$ cat src/rtl/sha_pkg.sv
package sha_pkg;

	// Message geometry.
	localparam int unsigned BLOCK_BYTES = 64;
	localparam int unsigned NUM_ROUNDS  = 64;
	localparam logic [5:0]  LEN_POS     = 6'd56;
	localparam logic [5:0]  LAST_SLOT   = 6'd63;
	localparam logic [5:0]  LAST_ROUND  = 6'd63;
	localparam logic [7:0]  PAD_BYTE    = 8'h80;

	// Eight chaining words, word 0 in the most significant position.
	typedef logic [0:7][31:0] chain_t;

	// One incoming request.
	typedef struct packed {
		logic [7:0] message_byte;
		logic       byte_present;
		logic       end_of_message;
	} msg_req_t;

	// One outgoing digest request.
	typedef struct packed {
		logic [63:0] digest_word;
		logic [1:0]  word_number;
		logic        last_word;
	} dig_req_t;

	// Controls from the sequencer to the compression core.
	typedef struct packed {
		logic       load;
		logic [7:0] data;
		logic       start;
		logic       init;
	} core_ctrl_t;

	// Initial hash values.
	localparam chain_t IV = {
		32'h6a09e667, 32'hbb67ae85, 32'h3c6ef372, 32'ha54ff53a,
		32'h510e527f, 32'h9b05688c, 32'h1f83d9ab, 32'h5be0cd19
	};

	// Round constants.
	localparam logic [31:0] K [NUM_ROUNDS] = '{
		32'h428a2f98, 32'h71374491, 32'hb5c0fbcf, 32'he9b5dba5,
		32'h3956c25b, 32'h59f111f1, 32'h923f82a4, 32'hab1c5ed5,
		32'hd807aa98, 32'h12835b01, 32'h243185be, 32'h550c7dc3,
		32'h72be5d74, 32'h80deb1fe, 32'h9bdc06a7, 32'hc19bf174,
		32'he49b69c1, 32'hefbe4786, 32'h0fc19dc6, 32'h240ca1cc,
		32'h2de92c6f, 32'h4a7484aa, 32'h5cb0a9dc, 32'h76f988da,
		32'h983e5152, 32'ha831c66d, 32'hb00327c8, 32'hbf597fc7,
		32'hc6e00bf3, 32'hd5a79147, 32'h06ca6351, 32'h14292967,
		32'h27b70a85, 32'h2e1b2138, 32'h4d2c6dfc, 32'h53380d13,
		32'h650a7354, 32'h766a0abb, 32'h81c2c92e, 32'h92722c85,
		32'ha2bfe8a1, 32'ha81a664b, 32'hc24b8b70, 32'hc76c51a3,
		32'hd192e819, 32'hd6990624, 32'hf40e3585, 32'h106aa070,
		32'h19a4c116, 32'h1e376c08, 32'h2748774c, 32'h34b0bcb5,
		32'h391c0cb3, 32'h4ed8aa4a, 32'h5b9cca4f, 32'h682e6ff3,
		32'h748f82ee, 32'h78a5636f, 32'h84c87814, 32'h8cc70208,
		32'h90befffa, 32'ha4506ceb, 32'hbef9a3f7, 32'hc67178f2
	};

	// Sigma functions of the round and the schedule.
	function automatic logic [31:0] big_s0(input logic [31:0] x);
		return {x[1:0], x[31:2]} ^ {x[12:0], x[31:13]} ^ {x[21:0], x[31:22]};
	endfunction

	function automatic logic [31:0] big_s1(input logic [31:0] x);
		return {x[5:0], x[31:6]} ^ {x[10:0], x[31:11]} ^ {x[24:0], x[31:25]};
	endfunction

	function automatic logic [31:0] small_s0(input logic [31:0] x);
		return {x[6:0], x[31:7]} ^ {x[17:0], x[31:18]} ^ {3'b000, x[31:3]};
	endfunction

	function automatic logic [31:0] small_s1(input logic [31:0] x);
		return {x[16:0], x[31:17]} ^ {x[18:0], x[31:19]} ^ {10'd0, x[31:10]};
	endfunction

endpackage

$ cat src/rtl/sha_core.sv
module sha_core (
	input  logic               clk,
	input  logic               arst_n,
	input  sha_pkg::core_ctrl_t ctrl,
	output logic               done,
	output sha_pkg::chain_t    chain
);
	import sha_pkg::*;

	logic [31:0] w_q [16];
	chain_t      wk_q;
	chain_t      chain_q;
	logic [5:0]  rnd_q;
	logic        run_q;
	logic        fin_q;

	logic [31:0] t1;
	logic [31:0] t2;
	logic [31:0] w_new;
	logic [31:0] ch_v;
	logic [31:0] maj_v;

	// One round of the compression and the next schedule word.
	always_comb begin
		ch_v  = (wk_q[4] & wk_q[5]) ^ (~wk_q[4] & wk_q[6]);
		maj_v = (wk_q[0] & wk_q[1]) ^ (wk_q[0] & wk_q[2]) ^ (wk_q[1] & wk_q[2]);
		t1    = wk_q[7] + big_s1(wk_q[4]) + ch_v + K[rnd_q] + w_q[0];
		t2    = big_s0(wk_q[0]) + maj_v;
		w_new = small_s1(w_q[14]) + w_q[9] + small_s0(w_q[1]) + w_q[0];
	end

	// Schedule window: bytes shift in while collecting, words roll during rounds.
	always_ff @(posedge clk) begin
		if (ctrl.load) begin
			for (int i = 0; i < 15; i++) begin
				w_q[i] <= {w_q[i][23:0], w_q[i + 1][31:24]};
			end
			w_q[15] <= {w_q[15][23:0], ctrl.data};
		end else if (run_q) begin
			for (int i = 0; i < 15; i++) begin
				w_q[i] <= w_q[i + 1];
			end
			w_q[15] <= w_new;
		end
	end

	// Working variables a to h.
	always_ff @(posedge clk) begin
		if (ctrl.start) begin
			wk_q <= chain_q;
		end else if (run_q) begin
			wk_q <= {t1 + t2, wk_q[0], wk_q[1], wk_q[2],
				wk_q[3] + t1, wk_q[4], wk_q[5], wk_q[6]};
		end
	end

	// Round counter and completion step.
	always_ff @(posedge clk or negedge arst_n) begin
		if (!arst_n) begin
			rnd_q <= '0;
			run_q <= 1'b0;
			fin_q <= 1'b0;
		end else begin
			fin_q <= 1'b0;
			if (ctrl.start) begin
				rnd_q <= '0;
				run_q <= 1'b1;
			end else if (run_q) begin
				rnd_q <= rnd_q + 6'd1;
				if (rnd_q == LAST_ROUND) begin
					run_q <= 1'b0;
					fin_q <= 1'b1;
				end
			end
		end
	end

	// Chaining words: add the working words after the last round.
	always_ff @(posedge clk or negedge arst_n) begin
		if (!arst_n) begin
			chain_q <= IV;
		end else if (ctrl.init) begin
			chain_q <= IV;
		end else if (fin_q) begin
			for (int i = 0; i < 8; i++) begin
				chain_q[i] <= chain_q[i] + wk_q[i];
			end
		end
	end

	assign done  = fin_q;
	assign chain = chain_q;

	// A block is only started while the core is free.
	a_start_free: assert property (@(posedge clk) disable iff (!arst_n)
		ctrl.start |-> !run_q && !fin_q)
		else $error("compression started while busy");

	// The last round is followed by the chaining update.
	a_last_round: assert property (@(posedge clk) disable iff (!arst_n)
		run_q && rnd_q == LAST_ROUND |=> fin_q && !run_q)
		else $error("missing chaining update after last round");

	// The schedule window is never reloaded during rounds.
	a_no_load_run: assert property (@(posedge clk) disable iff (!arst_n)
		run_q |-> !ctrl.load && !ctrl.init)
		else $error("schedule or chaining disturbed during rounds");

endmodule

$ cat src/rtl/sha256_stream_hasher.sv
// SHA-256 stream hasher.
// Input channel msg: one request per message byte, with byte_present and
// end_of_message. A request with end_of_message closes the message; it may
// carry no byte, which allows an empty message. A request with neither flag
// is taken and has no effect.
// Output channel dig: four requests per message, the 256-bit digest in
// 64-bit words, word_number 0 (most significant) first, last_word on the
// fourth.
// Bytes are taken one per cycle while msg_stall is low. The byte that
// completes a 64-byte block raises msg_stall while the single shared round
// unit runs all rounds, then the chaining add. At message end the block
// appends padding one byte per cycle between compressions (9 to 72 bytes),
// with one or two further compressions.
// The digest sits in an output register, and the next message is taken while
// it drains; only a second digest waiting on a stalled receiver holds input.
// While dig_valid and dig_stall are both high, dig_valid and dig hold steady.
// Reset (arst_n low) clears the message state and loads the initial hash
// values; no request is pending afterward.
module sha256_stream_hasher (
	input  logic              clk,
	input  logic              arst_n,
	input  logic              msg_valid,
	output logic              msg_stall,
	input  sha_pkg::msg_req_t msg,
	output logic              dig_valid,
	input  logic              dig_stall,
	output sha_pkg::dig_req_t dig
);
	import sha_pkg::*;

	typedef enum logic [3:0] {
		ST_IDLE = 4'b0001,
		ST_COMP = 4'b0010,
		ST_PAD  = 4'b0100,
		ST_DONE = 4'b1000
	} state_t;

	state_t      state_q;
	logic [5:0]  fill_q;
	logic [63:0] len_q;
	logic        last_pend_q;
	logic        pad_first_q;
	logic        final_blk_q;
	logic        last_blk_q;
	logic [255:0] dig_q;
	logic [1:0]  cnt_q;
	logic        busy_q;

	core_ctrl_t  ctrl;
	logic        done;
	chain_t      chain;

	logic        msg_acc;
	logic        dig_acc;
	logic        put;
	logic        full;
	logic        fb;
	logic        snap;
	logic [63:0] len_bits;
	logic [2:0]  lb_sel;
	logic [7:0]  pad_val;

	assign msg_stall = (state_q != ST_IDLE);
	assign msg_acc   = msg_valid && !msg_stall;
	assign dig_acc   = busy_q && !dig_stall;
	assign snap      = (state_q == ST_DONE) && !busy_q;

	// Padding byte: 0x80 first, then zeros, then the bit length big-endian.
	assign len_bits = {len_q[60:0], 3'b000};
	assign lb_sel   = ~fill_q[2:0];
	always_comb begin
		fb = pad_first_q ? (fill_q < LEN_POS) : final_blk_q;
		if (pad_first_q) begin
			pad_val = PAD_BYTE;
		end else if (fb && fill_q >= LEN_POS) begin
			pad_val = len_bits[{lb_sel, 3'b000} +: 8];
		end else begin
			pad_val = 8'h00;
		end
	end

	// Byte feed into the core.
	always_comb begin
		put       = 1'b0;
		ctrl.data = msg.message_byte;
		unique case (state_q)
			ST_IDLE: begin
				put = msg_acc && msg.byte_present;
			end
			ST_PAD: begin
				put       = 1'b1;
				ctrl.data = pad_val;
			end
			ST_COMP, ST_DONE: begin
				put = 1'b0;
			end
			default: begin
				put = 1'b0;
			end
		endcase
		full       = put && (fill_q == LAST_SLOT);
		ctrl.load  = put;
		ctrl.start = full;
		ctrl.init  = snap;
	end

	sha_core u_core (
		.clk    (clk),
		.arst_n (arst_n),
		.ctrl   (ctrl),
		.done   (done),
		.chain  (chain)
	);

	// Sequencer.
	always_ff @(posedge clk or negedge arst_n) begin
		if (!arst_n) begin
			state_q     <= ST_IDLE;
			fill_q      <= '0;
			len_q       <= '0;
			last_pend_q <= 1'b0;
			pad_first_q <= 1'b0;
			final_blk_q <= 1'b0;
			last_blk_q  <= 1'b0;
		end else begin
			if (put) begin
				fill_q <= fill_q + 6'd1;
			end
			unique case (state_q)
				ST_IDLE: begin
					if (msg_acc) begin
						if (msg.byte_present) begin
							len_q <= len_q + 64'd1;
						end
						if (full) begin
							state_q     <= ST_COMP;
							last_pend_q <= msg.end_of_message;
							pad_first_q <= msg.end_of_message;
						end else if (msg.end_of_message) begin
							state_q     <= ST_PAD;
							pad_first_q <= 1'b1;
						end
					end
				end
				ST_PAD: begin
					pad_first_q <= 1'b0;
					final_blk_q <= fb;
					if (full) begin
						state_q <= ST_COMP;
						if (fb) begin
							last_blk_q <= 1'b1;
						end else begin
							// The length goes into one more padding block.
							final_blk_q <= 1'b1;
							last_pend_q <= 1'b1;
						end
					end
				end
				ST_COMP: begin
					if (done) begin
						if (last_blk_q) begin
							state_q <= ST_DONE;
						end else if (last_pend_q) begin
							state_q     <= ST_PAD;
							last_pend_q <= 1'b0;
						end else begin
							state_q <= ST_IDLE;
						end
					end
				end
				ST_DONE: begin
					if (snap) begin
						state_q     <= ST_IDLE;
						len_q       <= '0;
						last_blk_q  <= 1'b0;
						final_blk_q <= 1'b0;
					end
				end
				default: begin
					state_q <= ST_IDLE;
				end
			endcase
		end
	end

	// Digest register.
	always_ff @(posedge clk) begin
		if (snap) begin
			dig_q <= chain;
		end
	end

	// Digest word counter.
	always_ff @(posedge clk or negedge arst_n) begin
		if (!arst_n) begin
			cnt_q  <= '0;
			busy_q <= 1'b0;
		end else if (snap) begin
			cnt_q  <= '0;
			busy_q <= 1'b1;
		end else if (dig_acc) begin
			cnt_q <= cnt_q + 2'd1;
			if (cnt_q == 2'd3) begin
				busy_q <= 1'b0;
			end
		end
	end

	assign dig_valid       = busy_q;
	assign dig.digest_word = dig_q[{~cnt_q, 6'd0} +: 64];
	assign dig.word_number = cnt_q;
	assign dig.last_word   = (cnt_q == 2'd3);

	// Bytes reach the core only while collecting or padding.
	a_load_state: assert property (@(posedge clk) disable iff (!arst_n)
		ctrl.load |-> state_q == ST_IDLE || state_q == ST_PAD)
		else $error("byte loaded outside collect or pad");

	// A full block always goes to compression.
	a_full_comp: assert property (@(posedge clk) disable iff (!arst_n)
		full |=> state_q == ST_COMP && fill_q == 6'd0)
		else $error("full block not compressed");

	// A digest is captured only into an empty output register.
	a_snap_empty: assert property (@(posedge clk) disable iff (!arst_n)
		snap |=> busy_q && cnt_q == 2'd0 && state_q == ST_IDLE)
		else $error("digest capture overran output");

endmodule

$ cat config.mk
export PLATFORM = sky130hd
export DESIGN_NAME = sha256_stream_hasher
export DESIGN_NICKNAME = d
export VERILOG_FILES = /design/src/rtl/sha_pkg.sv /design/src/rtl/sha_core.sv /design/src/rtl/sha256_stream_hasher.sv
export SDC_FILE = /design/constraint.sdc
export NUM_CORES = 2
export LEC_CHECK = 0
export BUFFER_PORTS_ARGS = -buffer_cell sky130_fd_sc_hd__buf_2
export CORE_MARGIN = 2
export CORE_UTILIZATION = 54
export CTS_BUF_LIST = sky130_fd_sc_hd__clkbuf_16
export CTS_CLUSTER_DIAMETER = 100
export CTS_CLUSTER_SIZE = 14
export DETAILED_ROUTE_END_ITERATION = 8
export MAX_ROUTING_LAYER = met4
export PLACE_DENSITY = 0.7
export SLEW_MARGIN = 20
export SYNTH_ARGS = -nofsm -noshare
export SYNTH_HDL_FRONTEND = slang
export SYNTH_SLANG_ARGS = --single-unit
export TNS_END_PERCENT = 1
$ cat constraint.sdc
create_clock -name clk -period 16.72 [get_ports clk]
set_input_delay 0.836 -clock clk [delete_from_list [all_inputs] [get_ports clk]]
set_output_delay 0.836 -clock clk [all_outputs]
set_load 0.02 [all_outputs]
==> results.txt <==
* Arrival time worst endpoint: roughly 11 ns
* Top-count cell post-synth: sky130_fd_sc_hd__nand2_1
- GR Layer Usage met2: 0.515
- Detailed routing inserted a total of 60590 vias.
* Max rail drop VDD: 0.269 mV
- Least-Margin Pin Slew: 1.13 ns
- Dividing the synthesized area by the synthesized cell count gives approximately 11 µm².
- Dividing total power by cell area gives a power density of 214 mW/mm².
* Clock slew at the register clock pins of the worst setup and hold paths: 0.08 ns
- Hold repair after CTS inserted 0 buffers.
- RSZ-0062 raised after global routing: no
- At the end of the flow, the number of nets in the layout was 8330.
- The flow ran to the end, and the final reports show no timing, DRC or antenna violations.
- The area growth from synthesis to layout is 6.44%.
- For flop-to-flop paths, the worst setup slack is 6.48 ns.
- In this run the post-CTS setup repair buffer count came out at 0.
* Area of all sequential standard cells: 0.0395 mm²
- The later pin in the worst-skew pair is clocked with a latency of 0.78 ns.
- Fraction of final layout cells sized beyond drive strength 1: 0.120
* Critical Path Start Type: register
* Synth area leaders: sky130_fd_sc_hd__edfxtp_1 (37%), sky130_fd_sc_hd__nand2_1 (6.8%), sky130_fd_sc_hd__dfrtp_1 (6.1%)
- Max-cap violations in this run came to 0.
* Post-detailed-route wirelength per cell: between 20 and 30 µm
* CTS tree: built
- The number of max-slew violations in the final report is 0.
- Synth top cells by count: sky130_fd_sc_hd__nand2_1 (1504), sky130_fd_sc_hd__edfxtp_1 (1024), sky130_fd_sc_hd__nor2_1 (488)
- The synthesized design contains 1366 register bits.
* Area of the die: 0.158 mm²
- Row cnt: ~140
- The filler cells instantiated in the layout total around 13000.
- CTS built an H-tree with a depth of 3.
- For this run, the register share of the synthesized area comes to 0.472.
* First-pass GRT wire length: around 370 mm
* Number of instances in the synthesized netlist: 7850
- 83 I/O pins were placed.
* Clock buffer depth: 3
- Sum of negative setup slack: 0 ns
* Post-route DRC violation count: 0
* Maximum number of pins on one net before global-route repair: 207
- Core region area: 0.154 mm²
- When the netlist entered floorplanning its net count stood at 8453.
* Ys Warns: 0
- In this run, CTS created clock tree buffers numbering 108.
- Die width: 397 µm
- Number of hold violations in the final report: 0
- In this run the clock root is driven by a sky130_fd_sc_hd__clkbuf_16.
- # setup viols final: 0
- Count of flip-flops with a built-in enable after synthesis: approximately 1000
* Worst-path fanout max: 39
- For the final database, setup skew stands at 0.0317 ns.
* Critical path data required time: 17.20 ns
- From bottom edge to top edge, the die measures 397 µm.
* Cell variety after synth: 108
- Summing all non-filler instances in the final layout gives an area of 0.0890 mm².
* Most crowded layer after global routing: met2
- Setup slack closes at 6.48 ns.
* Period utilization: 0.612
* Critical path start-end classification: reg -> reg
* Post-DP HPWL: 182 mm
- Post-synth design cell area: roughly 0.084 mm²
* 1st-iter DRT viols: between 6000 and 7000
- The total overflow left after global routing is 0.
* Initial Util: 0.543
* Biggest cell delay along the critical path: 0.82 ns
* Number of instances resized during post-cts repair: 0
- The number of antenna violations at the first check in global routing was 4.
- Summed over all cells, the static leakage comes to 0.0346 µW.
- In this run the remaining antenna-violating nets after routing total 0.
* Number of optimization iterations in the first detailed-route pass: 6
* Commonest register cell after synthesis: sky130_fd_sc_hd__edfxtp_1
- The slowest stage of the critical path belongs to the cell sky130_fd_sc_hd__dfrtp_2.
- The min-delay analysis places its worst path in the category in -> async.
* Met3 layer usage reported by global route: 0.0351
- Final weighted congestion in routability-driven placement: 1.03
- After detailed routing, the total wire length is approximately 250 mm.
* Async set or reset register ratio after synthesis: 0.250
- Yosys top cell area share: 0.368
* Vias in the first global route: 59645
* Critical path capture point type: register
- Summing all placed instances gives a cell area of 0.0858 mm².
- Global router's overall resource usage: 0.325
- Summing all multi-input logic gate instances after layout gives 0.0416 mm².
- Port buffer count: 82
- For this design, the sink count on the clock tree is 1366.
- Derived from the worst setup path, the maximum achievable clock frequency is just under 100 MHz.
- For this run, global-route usage on met1 was measured as 0.417.
- For the finished layout, the period the worst path requires is 10.24 ns.
- Prior to clock tree synthesis, the placed netlist has a worst setup slack of 6.71 ns.
* Dominant cell type by area after synthesis: sky130_fd_sc_hd__edfxtp_1
- Normalized max-slew margin: 0.245
- In the routed layout, each cell is associated on average with a via count of 6.15.
## registers in the layout, summed over array words and instances, names as in the netlist, 2 cells and up
register / count
fill_q: 6
state_q: 4
u_core.rnd_q: 6
dig_q: 256
u_core.w_q: 512
len_q: 61
u_core.chain: 256
cnt_q: 2
u_core.wk_q: 256
## layout make-up
class / count / area share
timing repair buffer: 166 / 0.0125
clock inverter: 81 / 0.00449
antenna: 2 / 0.0000563
tap: 2044 / 0.0287
inverter: 286 / 0.0122
sequential: 1366 / 0.444
multi-input combinational: 5799 / 0.467
clock buffer: 109 / 0.0307
## layer usage
metal  part of all wire  wire length, µm  vias up
met5                  0                0        -
li1                   -                -    27517
met4              0.061            15400        0
met2               0.47           119000     2434
met3              0.064            16000      600
met1               0.40           101000    30039
## cell families (layout without fill, tap and decap cells)
logic type / count (synthesis) / after routing / synth area share
compound gates: 1536 / 1536 / 0.114
xor+xnor: 617 / 617 / 0.0650
other cells: 0 / 2 / 0
buf+inv: 685 / 642 / 0.0310
mux: 552 / 552 / 0.0840
simple gates: 2483 / 2483 / 0.125
fa+ha+maj: 611 / 611 / 0.108
flops: 1366 / 1366 / 0.472
## per-stage QoR
stage / hold WS [ns] / utilization / std cells / power, µW
after detailed placement: 0.461 / 0.558 / 9661 / 16400
after CTS: 0.0942 / 0.578 / 9851 / 19000
after floorplan: 0.435 / - / 7850 / 13700
after global placement: 0.454 / 0.558 / 9661 / 16200
after global routing: 0.126 / 0.578 / 9852 / 20400
final: 0.0841 / 0.578 / 9853 / 19000
## power breakdown
part	total, µW	internal (µW)	switching, µW	leakage, µW
combinational	11100	4580	6490	0.0199
clock	2460	1180	1280	0.00179
sequential	5500	4910	589	0.0129
## critical path, delay by kind of cell, from the launching register on
kind,cells,cell delay [ns]
xor+xnor,2,0.55
fa+ha+maj,7,2.83
flops,1,0.82
buf+inv,5,1.10
compound gates,13,2.60
simple gates,9,1.47
mux,1,0.57
## final timing paths
kind,depth (start not counted),from,to
worst min register to register,1,fill_q[5]$_DFFE_PN0P_,fill_q[5]$_DFFE_PN0P_
min in group clk,3,dig_stall,cnt_q[0]$_DFFE_PN0P_
worst max-delay path,37,u_core.rnd_q[3]$_DFFE_PN0P_,u_core.wk_q[254]$_DFFE_PP_
worst max register to register,37,u_core.rnd_q[3]$_DFFE_PN0P_,u_core.wk_q[254]$_DFFE_PP_
worst min-delay path,1,arst_n,u_core.chain[163]$_DFFE_PN0P_
max in group asynchronous,4,arst_n,u_core.chain[94]$_DFFE_PN0P_
## placed cells by master, fill, tap and decap left out, types with 13 or more instances in the layout
cell                        synthesis  final
sky130_fd_sc_hd__nand2b_1          69     66
sky130_fd_sc_hd__and2_1            26     26
sky130_fd_sc_hd__buf_4              3     79
sky130_fd_sc_hd__ha_1             394    394
sky130_fd_sc_hd__buf_2              4     81
sky130_fd_sc_hd__mux4_2            84     84
sky130_fd_sc_hd__nand2_1         1504   1502
sky130_fd_sc_hd__o31ai_1           37     37
sky130_fd_sc_hd__nand3_1           94     94
sky130_fd_sc_hd__inv_1            282    353
sky130_fd_sc_hd__a21o_1           175    175
sky130_fd_sc_hd__fa_1             195    195
sky130_fd_sc_hd__o22ai_1           16     16
sky130_fd_sc_hd__o21bai_1          38     38
sky130_fd_sc_hd__dfstp_2          137    137
sky130_fd_sc_hd__maj3_1            22     22
sky130_fd_sc_hd__a311oi_1          15     15
sky130_fd_sc_hd__mux2i_1          115    115
sky130_fd_sc_hd__nand4_1           26     26
sky130_fd_sc_hd__nor2b_1           51     51
sky130_fd_sc_hd__nor2_1           488    488
sky130_fd_sc_hd__o211ai_1          41     41
sky130_fd_sc_hd__edfxtp_1        1024   1024
sky130_fd_sc_hd__a211o_1           13     13
sky130_fd_sc_hd__o21ai_1           32     32
sky130_fd_sc_hd__xnor2_1          437    437
sky130_fd_sc_hd__xor2_1           178    178
sky130_fd_sc_hd__a31oi_1           34     33
sky130_fd_sc_hd__o21a_1            61     61
sky130_fd_sc_hd__dfrtp_1          205    199
sky130_fd_sc_hd__or2_2             13     13
sky130_fd_sc_hd__clkbuf_16          0    109
sky130_fd_sc_hd__mux2_2           353    353
sky130_fd_sc_hd__o21ai_0          387    387
sky130_fd_sc_hd__or3_1             33     33
sky130_fd_sc_hd__and3_1            44     44
sky130_fd_sc_hd__a211oi_1          61     61
sky130_fd_sc_hd__a21oi_1          471    471
sky130_fd_sc_hd__nor3_1            80     80
Power figures use the tool's default switching activity.
